## src/hdl/csl_pipe_reg.sv

```systemverilog
// Module: one pipeline stage register with valid/ready handshake.
module csl_pipe_reg #(
  parameter int W = 8
) (
  input  logic         clk,
  input  logic         rst_n,
  input  logic         up_valid,
  output logic         up_ready,
  input  logic [W-1:0] up_data,
  output logic         dn_valid,
  input  logic         dn_ready,
  output logic [W-1:0] dn_data
);
  logic         valid_r;
  logic [W-1:0] data_r;

  assign up_ready = !valid_r || dn_ready;
  assign dn_valid = valid_r;
  assign dn_data  = data_r;

  always_ff @(posedge clk) begin
    if (!rst_n) begin
      valid_r <= 1'b0;
    end else if (up_ready) begin
      valid_r <= up_valid;
    end
  end

  always_ff @(posedge clk) begin
    if (up_ready && up_valid) begin
      data_r <= up_data;
    end
  end
endmodule

```

## config.mk

```make
export PLATFORM = sky130hd
export DESIGN_NAME = csl_pipe_reg
export DESIGN_NICKNAME = d
export VERILOG_FILES = /design/src/hdl/csl_pipe_reg.sv
export SDC_FILE = /design/constraint.sdc
export NUM_CORES = 1
export LEC_CHECK = 0
export BUFFER_PORTS_ARGS = -buffer_cell sky130_fd_sc_hd__buf_2
export CORE_AREA = 2 2 39 41
export CTS_BUF_LIST = sky130_fd_sc_hd__clkbuf_16
export DETAILED_ROUTE_END_ITERATION = 12
export DIE_AREA = 0 0 41 43
export PLACE_DENSITY = 0.51
export SYNTH_ARGS = -nofsm -noshare
export SYNTH_HDL_FRONTEND = slang
export SYNTH_SLANG_ARGS = --single-unit
```

## constraint.sdc

```tcl
create_clock -name clk -period 1.21 [get_ports clk]
set_input_delay 0.0605 -clock clk [delete_from_list [all_inputs] [get_ports clk]]
set_output_delay 0.0605 -clock clk [all_outputs]
set_load 0.01 [all_outputs]
```

Yosys cells after proc, flatten, opt, wreduce, memory -nomap -nowiden
Cells that the tools add are included.
Operators by class
  reduce and logical (&&, ||, !) cells: 3
Operators by type and width (count)
  1-bit logical AND: 1
  1-bit logical NOT: 1
  1-bit logical OR: 1
Storage, ports and cells
  register bits: 9
  input bits: 12
  output and inout port bits: 10
  logic and storage cells: 5

Longest topological paths before layout
  depth in word-level cells: 3
  mapped depth: 2
  depth with buffers taken out: 2

Worst setup path after synthesis
OpenSTA, ideal clock, no wires.
  path type: register to register
  start: register valid_r, in the netlist dn_valid
  end: register data_r[0], in the netlist dn_data[0], enable pin
  setup time: 300 ps
  arrival: 633 ps
  required time: 910 ps
  path slack: 278 ps
  cell stages (with the launch flop): 3
  buffers on the path: 0
  clock period less this slack: 932 ps
  cell sequence: dfxtp_1 nand2b_4 and2_4
Between the ends
  longest elaborated chain between the ends: 3
Ends and longest elaborated chain
  start: declaration: RTL line 14  | logic valid_r;
  start signal: assignment: RTL line 25  | valid_r <= up_valid;
  1-bit logical NOT: RTL line 17  | assign up_ready = !valid_r || dn_ready;
  1-bit logical OR: RTL line 17
  via up_ready: RTL line 8  | output logic up_ready,
  1-bit logical AND: RTL line 30  | if (up_ready && up_valid) begin
  end signal: assignment: RTL line 31  | data_r <= up_data;
  end: declaration: RTL line 15  | logic [W-1:0] data_r;
The timed path passes the listed nets, and every way through them passes these cells.
A chain may end at the register's enable or synchronous reset.

Worst setup path after layout
  start: register valid_r, in the netlist dn_valid
  end: register data_r[1], in the netlist dn_data[1], enable pin
Between the ends
  longest elaborated chain between the ends: 3
Ends and longest elaborated chain (RTL line)
  1-bit logical NOT: 17
  1-bit logical OR: 17
  1-bit logical AND: 30
Every way passes these cells.

==> results.txt <==
The residual overflow from global routing is 0. The start point of the worst min-delay path is up_data[5]. The final net count came out at between 50 and 60. The flow ran to the end, and the final reports show no timing, DRC or antenna violations. The number of placement rows is 14. The critical path in this run is classified as flip-flop to flip-flop. The total number of vias is ~190.

The TritonCTS clock tree is yes. The worst-case reg-to-reg path depth is 2. The longest clock path from root to sink contains 2 buffers. The number of nets in the synthesized netlist is 25.

The sequential cell area came out at between 200 and 300 um2. The post-cts gate resize count came out at 0. The number of max-slew violations in the final report came out at 0.

Of all nets on the critical path, the largest fanout is 8. The arrival time at the worst endpoint is approximately 0.84 ns. The number of cells on the worst hold path came out at 1. The count of nets left with antenna violations once routing finished came out at 0. The overall die height is around 43 um. For flop-to-flop paths, the worst setup slack is 0.31 ns.

The part of the Yosys area used for sequential elements is 0.874. The worst setup path is launched from a flip-flop. The time the worst path needs with I/O delays and setup came out at ~0.9 ns.

The number of standard cells after synthesis came out at 13. The path with the worst hold slack has its endpoint at dn_data[5]. The worst relative slew slack came out at 0.912. The number of I/O pins is 22. The via count of the first global-routing pass is roughly 220. The post-route cell area came out at 502 um2.

The number of failing hold endpoints at the final stage was 0. The number of remaining DRC errors is 0. For this configuration, the core starts out at a cell density of 0.215. The setup TNS is 0 ns. The number of buffers inserted for hold repair after clock tree synthesis is 0. The number of setup buffers added after CTS is 0.

The count of endpoints failing setup in the final report came out at 0. The worst register-to-register path begins at dn_valid. The share of cells above drive strength 1 came out at 0.711. The timing-limited maximum frequency came out at roughly 1100 MHz. Dividing the detail-routed wire length by the instance count gives around 11 um. The worst setup path is captured at a flip-flop. The pin count of the biggest net entering global routing came out at 9.

The final critical-path share of the clock period is 0.746. Among all stages on the critical path, the largest delay is contributed by dfxtp_1. The detailed-route vias per instance is between 3 and 4. The number of antenna repair diodes is 0.

The post-synthesis average cell area is roughly 23 um2. The post-place instance area is between 400 and 500 um2. At the pin with the least slew margin, the transition time is 0.132 ns. The end of the worst register-to-register path is dn_data[1]. The count of port buffers added during placement is 21. The number of DRC violations after detailed-routing iteration 0 is 0. The clock insertion delay at the later pin of the skew report came out at between 0.2 and 0.25 ns. The number of clock buffers added by TritonCTS is 3. CTS placed an instance of clkbuf_16 at the clock tree root. The delay of the slowest critical-path stage came out at between 0.3 and 0.4 ns. For the final database, setup skew stands at ~0.00070 ns. The power per standard cell area came out at roughly 2000 mW/mm2. The critical path goes through nand2b_4 -> and2_4. The wire length of the first global-routing pass is roughly 860 um.

The placeable core region came out at between 0.001 and 0.0015 mm2. The number of antenna violations at the first check in global routing is 0. Compared with the post-synthesis result, the final layout area differs by 68.5%. The post-synthesis instance area is approximately 300 um2.

The placer congestion estimate came out at approximately 0.66. Summing all multi-input logic gate instances after layout gives approximately 34 um2. The critical path required time came out at roughly 1.1 ns.

Counting distinct cell types in the post-synthesis netlist gives 6. The final layout contains routed wiring with a total length of between 500 and 600 um. The tightest min-delay check is of the input pin to flip-flop type. The reported leakage power came out at 0.231 nW.

The number of fill cells in the layout came out at 128. The global-route usage over all layers came out at 0.0827. The floorplan die area is between 0.0015 and 0.002 mm2. The max-cap violation count came out at 0. Setup repair after global routing left no endpoint under its margin. Across the VDD grid, the largest voltage drop is roughly 0.65 mV. The die is around 41 um wide.

The yosys synthesis warning count came out at 0. The synthesized design contains 9 register bits. The count of TritonRoute iterations in the first routing pass is 1. Counting every sink on the clock net gives 9. The clock transition at the register clock pins on the worst setup and hold paths after CTS is 0.04 ns. The H-tree depth is 1.
how the worst max path moves through the flow:
| stage | startpoint | to | slack (ns) | cells past startpoint |
|---|---|---|---|---|
| 2_1_floorplan | dn_valid | dn_data[0] | 0.28 | 2 |
| 3_3_place_gp | dn_valid | dn_data[7] | 0.33 | 2 |
| 3_5_place_dp | dn_valid | dn_data[1] | 0.31 | 2 |
| 4_1_cts | dn_valid | dn_data[1] | 0.30 | 2 |
| 5_1_grt | dn_valid | dn_data[1] | 0.28 | 2 |
| 6_report | dn_valid | dn_data[1] | 0.31 | 2 |
metrics by stage:
step	cells	utilization	setup WS [ns]	hold slack [ns]	power (mW)
after floorplan	13	-	0.278	0.159	0.398
after global placement	50	0.306	0.332	0.243	0.433
after detailed placement	50	0.306	0.311	0.239	0.435
after CTS	54	0.363	0.304	0.00232	0.996
after global routing	54	0.363	0.284	0.00484	1.02
final	54	0.363	0.307	0.00535	0.984
final cells by class:
type	instances	area share
Sequential cell	9	0.519
Timing Repair Buffer	21	0.209
Clock buffer	3	0.150
Multi-Input combinational cell	3	0.0673
Tap cell	16	0.0399
Clock inverter	1	0.00748
Inverter	1	0.00748
state kept, by name (all words and copies together) (netlist names):
name / cells
dn_data: 8
dn_valid: 1
critical path: cells and delay by family, from the launching register on:
| family | cells | cell delay (ns) |
|---|---|---|
| simple gates | 2 | 0.28 |
| flops | 1 | 0.32 |
routing by layer:
layer	track usage	wire, um	share of wire	vias up
met2	0.0844	196	0.34	22
met4	0.100	0	0	0
li1	-	-	-	96
met3	0.0576	127	0.22	0
met1	0.0949	254	0.44	76
met5	0	0	0	-
cell families (layout without fill, tap and decap cells):
| group | after synthesis | count (layout) | share of synthesized area |
|---|---|---|---|
| buffers and inverters | 1 | 26 | 0.0126 |
| DFF | 9 | 9 | 0.874 |
| AOI/OAI and AO/OA | 1 | 1 | 0.0378 |
| and+or+nand+nor | 2 | 2 | 0.0756 |
power by group:
group | switching, mW | internal (mW)
Combinational | 0.0296 | 0.0320
Sequential | 0.00570 | 0.362
Clock | 0.126 | 0.430
Total | 0.161 | 0.823
cell usage after synthesis, drive strengths merged:
| cell | count | area share |
|---|---|---|
| a21boi | 1 | 0.038 |
| and2 | 1 | 0.029 |
| dfxtp | 1 | 0.067 |
| edfxtp | 8 | 0.81 |
| inv | 1 | 0.013 |
| nand2b | 1 | 0.046 |
placed cells by master, fill, tap and decap left out:
| master | count |
|---|---|
| a21boi_2 | 1 |
| inv_1 | 2 |
| nand2b_4 | 1 |
| buf_2 | 21 |
| edfxtp_1 | 8 |
| clkbuf_16 | 3 |
| dfxtp_1 | 1 |
| and2_4 | 1 |
Note: power is estimated with default switching activity, not from simulation.
