## config.mk

```make
export PLATFORM = sky130hd
export DESIGN_NAME = csl_isqrt
export DESIGN_NICKNAME = d
export VERILOG_FILES = /design/src/hdl/csl_pipe_reg.sv /design/src/hdl/csl_isqrt.sv
export SDC_FILE = /design/constraint.sdc
export NUM_CORES = 2
export LEC_CHECK = 0
export BUFFER_PORTS_ARGS = -buffer_cell sky130_fd_sc_hd__buf_4
export CAP_MARGIN = 20
export CORE_MARGIN = 2
export CORE_UTILIZATION = 65
export DETAILED_ROUTE_END_ITERATION = 8
export HOLD_SLACK_MARGIN = 0.05
export PLACE_DENSITY = 0.81
export SETUP_SLACK_MARGIN = 0.3
export SLEW_MARGIN = 20
export SYNTH_ARGS = -nofsm -noshare
export SYNTH_HDL_FRONTEND = slang
export SYNTH_SLANG_ARGS = --single-unit
```

## constraint.sdc

```tcl
create_clock -name clk -period 15.1 [get_ports clk]
set_input_delay 3.02 -clock clk [delete_from_list [all_inputs] [get_ports clk]]
set_output_delay 3.02 -clock clk [all_outputs]
set_load 0.01 [all_outputs]
```

## src/hdl/csl_pipe_reg.sv

```systemverilog
// Module: one pipeline stage register with valid/ready handshake.
module csl_pipe_reg #(
  parameter int W = 8
) (
  input  logic         clk,
  input  logic         rst_n,
  input  logic         up_valid,
  output logic         up_ready,
  input  logic [W-1:0] up_data,
  output logic         dn_valid,
  input  logic         dn_ready,
  output logic [W-1:0] dn_data
);
  logic         valid_r;
  logic [W-1:0] data_r;

  assign up_ready = !valid_r || dn_ready;
  assign dn_valid = valid_r;
  assign dn_data  = data_r;

  always_ff @(posedge clk) begin
    if (!rst_n) begin
      valid_r <= 1'b0;
    end else if (up_ready) begin
      valid_r <= up_valid;
    end
  end

  always_ff @(posedge clk) begin
    if (up_ready && up_valid) begin
      data_r <= up_data;
    end
  end
endmodule

```

## src/hdl/csl_isqrt.sv

```systemverilog
// Module: pipelined floor square root, a fixed number of result bits per stage.
module csl_isqrt #(
  parameter int IW = 64,
  parameter int BPS = 4,
  parameter int TW = 8
) (
  input  logic            clk,
  input  logic            rst_n,
  input  logic            in_valid,
  output logic            in_ready,
  input  logic [IW-1:0]   in_rad,
  input  logic [TW-1:0]   in_tag,
  output logic            out_valid,
  input  logic            out_ready,
  output logic [IW/2-1:0] out_root,
  output logic [TW-1:0]   out_tag
);
  localparam int RW = IW / 2;
  localparam int NS = RW / BPS;
  localparam int SW = IW + RW + IW + 2 + TW;

  logic [NS:0]         v;
  logic [NS:0]         rdy;
  logic [NS:0][SW-1:0] d;

  assign v[0]   = in_valid;
  assign in_ready = rdy[0];
  assign d[0]   = {in_rad, {RW{1'b0}}, {(IW + 2){1'b0}}, in_tag};

  for (genvar s = 0; s < NS; s++) begin : g_stage
    logic [IW-1:0]   x;
    logic [RW-1:0]   q;
    logic [IW+1:0]   r;
    logic [TW-1:0]   t;
    logic [SW-1:0]   nx;
    always_comb begin
      logic [IW+1:0] trial;
      {x, q, r, t} = d[s];
      for (int k = 0; k < BPS; k++) begin
        r = {r[IW-1:0], x[IW-1 -: 2]};
        x = {x[IW-3:0], 2'b00};
        trial = ({{(IW+2-RW){1'b0}}, q} << 2) | (IW+2)'(1);
        if (r >= trial) begin
          r = r - trial;
          q = {q[RW-2:0], 1'b1};
        end else begin
          q = {q[RW-2:0], 1'b0};
        end
      end
      nx = {x, q, r, t};
    end
    csl_pipe_reg #(.W(SW)) u_reg (
      .clk(clk), .rst_n(rst_n),
      .up_valid(v[s]), .up_ready(rdy[s]), .up_data(nx),
      .dn_valid(v[s+1]), .dn_ready(rdy[s+1]), .dn_data(d[s+1])
    );
  end

  assign out_valid = v[NS];
  assign rdy[NS]   = out_ready;
  assign out_root  = d[NS][TW + IW + 2 +: RW];
  assign out_tag   = d[NS][TW-1:0];
endmodule

```

Yosys cells after proc, flatten, opt, wreduce, memory -nomap -nowiden
Cells that the tools add are included.
{"block": "classes", "addsub": 32, "n_lt_le_gt_ge": 32, "mux": 64, "reduce_logical": 24}
{"op": "66-bit by 34-bit greater-or-equal comparator with 1-bit output", "count": 28}
{"op": "64-bit two-way mux", "count": 24}
{"op": "64-bit by 34-bit subtractor with 64-bit output", "count": 21}
{"op": "66-bit two-way mux", "count": 8}
{"op": "66-bit by 34-bit subtractor with 66-bit output", "count": 7}
{"op": "66-bit by 3-bit greater-or-equal comparator with 1-bit output", "count": 1}
{"op": "66-bit by 4-bit greater-or-equal comparator with 1-bit output", "count": 1}
{"op": "66-bit by 5-bit greater-or-equal comparator with 1-bit output", "count": 1}
{"op": "66-bit by 5-bit subtractor with 66-bit output", "count": 1}
{"op": "64-bit by 3-bit subtractor with 64-bit output", "count": 1}
{"op": "64-bit by 4-bit subtractor with 64-bit output", "count": 1}
{"op": "1-bit two-way mux", "count": 32}
{"op": "1-bit logical AND", "count": 8}
{"op": "1-bit zero test", "count": 8}
{"op": "1-bit logical OR", "count": 8}
{"op": "2-bit by 1-bit subtractor with 3-bit output, second input constant", "count": 1}
{"op": "2-bit by 1-bit greater-or-equal comparator with 1-bit output, second input constant", "count": 1}
{"block": "word_totals", "regBits": 1080, "inputBits": 76, "out_inout_bits": 42}

Depth between registers and ports, before layout
{"block": "logic_depth", "ltp_word": 10, "mapped_depth": 73, "ltp_nobuf": 63}

Modules after synthesis
Synthesis repeated with hierarchy kept, for this count alone.
{"block": "hier_totals", "cells_unflattened": 16605, "hier_area_um2": 137145.3}
{"mod": "csl_isqrt", "instances": 1, "cells_per_inst": 15205, "area_per_inst_um2": 95845.7, "seq_area_each_um2": 0.0}
{"mod": "csl_pipe_reg", "instances": 8, "cells_per_inst": 175, "area_per_inst_um2": 5162.5, "seq_area_each_um2": 5124.9}

Worst setup path after synthesis
No wires, ideal clock.
{"block": "synth_timing", "kind": "flip-flop to flip-flop", "from": "register g_stage[2].u_reg.data_r[54]", "to": "register g_stage[3].u_reg.data_r[47], data pin", "arrival_time_ns": 13.710, "setup_slack_ns": 1.122, "stages_incl_launch_ff": 61, "path_buffers": 14, "period_less_slack_ns": 13.978, "cell_sequence": "edfxtp_1 -> or4_4 -> or4_1 -> buf_2 -> or4_4 -> o21a_4 -> nand2_4 -> clkbuf_1 -> buf_1 -> buf_1 -> a21oi_1 -> ha_1 -> clkbuf_1 -> a21o_1 -> o21bai_1 -> a21o_1 -> a21oi_1 -> o221ai_1 -> [... 25 more ...] -> inv_2 -> clkbuf_1 -> buf_1 -> nand2_1 -> o21ai_0 -> ha_1 -> a21o_1 -> a21o_1 -> a21o_1 -> a21oi_1 -> nor4_1 -> or4_1 -> or4_4 -> buf_6 -> nand2_4 -> nor3_2 -> and3b_1 -> xor2_1"}
{"block": "synth_via", "elab_chain_cells": 8}
{"element": "start: declaration", "line": "csl_pipe_reg.sv:15", "text": "logic [W-1:0] data_r;"}
{"element": "start signal: assignment", "line": "csl_pipe_reg.sv:31", "text": "data_r <= up_data;"}
{"element": "66-bit by 34-bit greater-or-equal comparator with 1-bit output (*)", "line": "csl_isqrt.sv:43", "text": "if (r >= trial) begin"}
{"element": "1-bit two-way mux (*)", "line": "csl_isqrt.sv:43"}
{"element": "named net g_stage[3].$7.trial[4]", "line": "csl_isqrt.sv:37", "text": "logic [IW+1:0] trial;"}
{"element": "64-bit by 34-bit subtractor with 64-bit output / 66-bit by 34-bit greater-or-equal comparator with 1-bit output (equally long branches)", "line": "csl_isqrt.sv:44, csl_isqrt.sv:43"}
{"element": "64-bit two-way mux / 1-bit two-way mux (equally long branches)", "line": "csl_isqrt.sv:43"}
{"element": "64-bit by 34-bit subtractor with 64-bit output / 66-bit by 34-bit greater-or-equal comparator with 1-bit output (equally long branches)", "line": "csl_isqrt.sv:44, csl_isqrt.sv:43"}
{"element": "64-bit two-way mux / 1-bit two-way mux (equally long branches)", "line": "csl_isqrt.sv:43"}
{"element": "66-bit by 34-bit subtractor with 66-bit output / 66-bit by 34-bit greater-or-equal comparator with 1-bit output (equally long branches)", "line": "csl_isqrt.sv:44, csl_isqrt.sv:43"}
{"element": "66-bit two-way mux (*)", "line": "csl_isqrt.sv:43"}
{"element": "named net g_stage[3].r[39]", "line": "csl_isqrt.sv:33", "text": "logic [IW+1:0] r;"}
{"element": "end signal: assignment", "line": "csl_pipe_reg.sv:31"}
{"element": "end: declaration", "line": "csl_pipe_reg.sv:15"}
The timed path passes the listed nets; every way through them passes the cells marked *.
A chain may end at the register's enable or synchronous reset.

Worst setup path after layout
{"block": "layout_timing", "from": "register g_stage[3].u_reg.data_r[87]", "to": "register g_stage[4].u_reg.data_r[11], data pin"}
{"block": "layout_via", "elab_chain_cells": 8}
{"element": "64-bit by 34-bit subtractor with 64-bit output / 66-bit by 34-bit greater-or-equal comparator with 1-bit output (equally long branches)", "line": "csl_isqrt.sv:44, csl_isqrt.sv:43"}
{"element": "64-bit two-way mux / 1-bit two-way mux (equally long branches)", "line": "csl_isqrt.sv:43"}
{"element": "64-bit by 34-bit subtractor with 64-bit output / 66-bit by 34-bit greater-or-equal comparator with 1-bit output (equally long branches)", "line": "csl_isqrt.sv:44, csl_isqrt.sv:43"}
{"element": "64-bit two-way mux / 1-bit two-way mux (equally long branches)", "line": "csl_isqrt.sv:43"}
{"element": "66-bit by 34-bit greater-or-equal comparator with 1-bit output / 64-bit by 34-bit subtractor with 64-bit output (equally long branches)", "line": "csl_isqrt.sv:43, csl_isqrt.sv:44"}
{"element": "64-bit two-way mux / 1-bit two-way mux (equally long branches)", "line": "csl_isqrt.sv:43"}
{"element": "66-bit by 34-bit subtractor with 66-bit output / 66-bit by 34-bit greater-or-equal comparator with 1-bit output (equally long branches)", "line": "csl_isqrt.sv:44, csl_isqrt.sv:43"}
{"element": "66-bit two-way mux (*)", "line": "csl_isqrt.sv:43"}
{"element": "named net g_stage[4].r[3]", "line": "csl_isqrt.sv:33"}
{"element": "end signal: assignment", "line": "csl_pipe_reg.sv:31"}
{"element": "end: declaration", "line": "csl_pipe_reg.sv:15"}
Marked as above.

==> impl_metrics.yaml <==
logic_synthesis:
  synth_xor_xnor_area_share_pct: 12.4
  yosysWarnings: 0
  synth_seq_area_share_pct: 26.7
  synth-simple-area-share_pct: 27.5
  synth_top_family_by_area: "simple AND/OR/NAND/NOR gates"
  synthFlopType: "edfxtp_1"
  synthAdderAreaFrac_pct: 7.04
  ys_types: 127
  synth_seq_cells: 888
  synth_mux_area_share_pct: 1.12
  synth_area_um2: 99600
  synthCells: 12400
  synth-edff-count: 880
  synth_async_sr_flop_share_pct: 0
  synth_compound_area_share_pct: 21.2
  avgSynthCellArea_um2: 8.06
worst_setup_path:
  crit_fanout: 36
  r2r_end: "g_stage[4].u_reg.dn_data[11]"
  arrival_ps: 14830
  critical_path.endpoint_type: "register"
  cpMostUsedCell: "buf_4"
  slowest_delay_ps: 680
  crit_path_start: "g_stage[3].u_reg.dn_data[87]"
  cp.depth: 43
  critical-path-top-delay-family: "simple AND/OR/NAND/NOR gates"
  required_ps: 15590
  critical_path_buf_inv_count: 7
  cp_slowest_cell: "or4_1"
  crit_path_start_kind: "register"
  r2r-start: "g_stage[3].u_reg.dn_data[87]"
  endpoint: "g_stage[4].u_reg.dn_data[11]"
  rr_worst_depth: 43
  ff2ff_setup_slack_ps: 760
  path_class: "reg -> reg"
timing:
  max_slew.worst_pin.slew_ps: 1140
  rsz0062_at_grt: "false"
  skew_ps: 50.5
  relSlewSlack_pct: 22.8
  max_freq_ghz: 0.0697
  setup_tns_ps: 0
  slew_violations: 0
  finalHoldViolations: 0
  period_share_pct: 95.0
  setup_viol: 0
  fin_crit_ps: 14340
clocking:
  cts_buffers: 100
  cts_sinks: 888
  cts_tree: "built"
  cts-root-buf: "clkbuf_16"
  hold_buffers: 0
  insertion_delay_ps: 800
  htreeDepth: 3
  clk_pin_slew_worst_paths_ps: 70
  clk_path_buf_depth: 3
finish:
  layout.nets: 12900
  final_area_um2: 106000
  final_cell_mix: "1,170 x nor2_1, 1,059 x nand2_1, 920 x a21oi_1, 880 x edfxtp_1, 869 x xnor2_1"
  fillers: 12100
  postLayoutCoreUtil_pct: 69.8
  drive_above_1_share_pct: 7.31
  syn_to_final_growth_pct: 6.53
  mostFrequentLayoutCell: "nor2_1"
routing:
  wire_per_inst_um: 25.3
  drt-pass1-iter-count: 9
  drc_errors: 0
  viasPerCell: 7.18
  drt-total-wl_um: 364000
  ant_nets: 0
  vias: 103000
  drt_iter0_drc: 16000
die:
  ioPinCount: 118
  start_util_pct: 65.5
  core_um2: 152000
  dieArea_um2: 156000
  die_w_um: 396
  die-height_um: 396
  rows: 143
power_and_ir_drop:
  p_per_area_nw_per_um2: 89.2
  p_leak_nw: 38.1
  power_mw: 9.47
  vdd_drop_max_v: 0.000117
placement:
  place_area_um2: 102000
  gp_congestion: 1.09
  hpwl_um: 286000
  numPortBuffers: 117
worst_hold_path:
  min_from: "g_stage[6].u_reg.dn_data[7]"
  hold_class: "reg -> reg"
  hold_depth: 0
global_routing:
  antenna_found_initial: 12
  grt_pass1_wl_um: 550000
  grt_max_degree: 80
  grt_overflow: 0
  grtUsageTotal_pct: 44.3
  grt_pass1_vias: 94300
status:
  outcome: "complete, no violations"
job:
  maxCapViolCount: 0
## stage by stage
step	hold slack (ps)	instances	setup slack, ps
finish	409	14400	756
global route	416	14400	254
CTS	412	14400	322
detailed placement	405	14200	296
global placement	400	14200	523
floorplan	400	12400	1120
## where the power goes
group	internal [mW]	switching, mW	leakage, nW	total (mW)
clock	1.49	1.20	1.69	2.69
sequential	2.91	0.129	8.12	3.04
combinational	1.37	2.37	28.3	3.74
total	5.77	3.69	38.1	9.47
## layer usage
| metal | global-route usage (%) | share of wire [%] | routed length [um] |
|---|---|---|---|
| met1 | 58.8 | 38 | 140000 |
| met2 | 67.4 | 43 | 155000 |
| met3 | 10.1 | 13 | 46400 |
| met4 | 22.7 | 6.2 | 22700 |
| met5 | 0 | 0.030 | 108 |
## layout make-up
class                      instances  area (um^2)  share of cell area (%)
sequential                       888        26600                    25.0
tap                             2030         2540                    2.39
multi-input combinational      10500        69400                    65.4
antenna                            6         15.0                  0.0141
clock inverter                    76          976                   0.919
inverter                         428         1610                    1.52
timing repair buffer             317         2460                    2.32
clock buffer                     108         2530                    2.39
## how the worst min path moves through the flow
stage | to | slack, ps
6_report | g_stage[7].u_reg.dn_data[7] | 410
5_1_grt | g_stage[3].u_reg.dn_data[6] | 420
4_1_cts | g_stage[6].u_reg.dn_data[2] | 410
3_5_place_dp | g_stage[1].u_reg.dn_data[148] | 400
3_3_place_gp | g_stage[1].u_reg.dn_data[150] | 400
2_1_floorplan | g_stage[1].u_reg.dn_data[0] | 400
## synth_stat cells (50+ instances only)
cell          n  area (um^2)
nor2_1     1172         4400
nand2_1    1062         3990
a21oi_1     925         4630
edfxtp_1    880        26400
xnor2_1     869         7610
o21ai_0     611         3060
ha_1        561         7020
xor2_1      540         4730
nor3_1      470         2350
nand3_1     419         2100
inv_1       408         1530
a21o_1      369         2770
clkbuf_1    338         1270
nand4_1     312         1950
nor4_1      279         1750
or3_1       210         1310
and3_1      161         1010
a31oi_1     157          982
nand2b_1    148          926
or4_1       146         1100
and2_1      133          832
nor2b_1     122          763
or2_2       122          763
o211ai_1    109          818
o21a_1      103          773
o31ai_1      98          736
a211oi_1     97          728
o21bai_1     89          668
buf_2        67          335
and4_1       62          543
o31a_1       61          534
mux2_2       59          664
nand3b_1     58          435
nor4b_1      58          508
buf_4        56          420
nor3b_1      53          398
o2111ai_1    53          464
nand4b_1     50          438
## logic make-up after synthesis
logic type / Yosys count
AND/OR/NAND/NOR: 5216
AO/OA/AOI/OAI: 3229
XOR/XNOR: 1413
buffers and inverters: 954
flip-flops: 888
adder cells (fa/ha/maj): 561
multiplexers: 104
other: 1
## sequential cells by signal, summed over array words and instances, names as in the netlist
| name | cells |
|---|---|
| g_stage.u_reg.dn_valid | 8 |
| g_stage.u_reg.dn_data | 880 |
## what timing repair did
item,CTS,global route
pin swaps,0,4
endpoints found under the setup margin,5,263
setup buffers,4,5
gates resized for setup,0,45
Power figures use the tool's default switching activity.
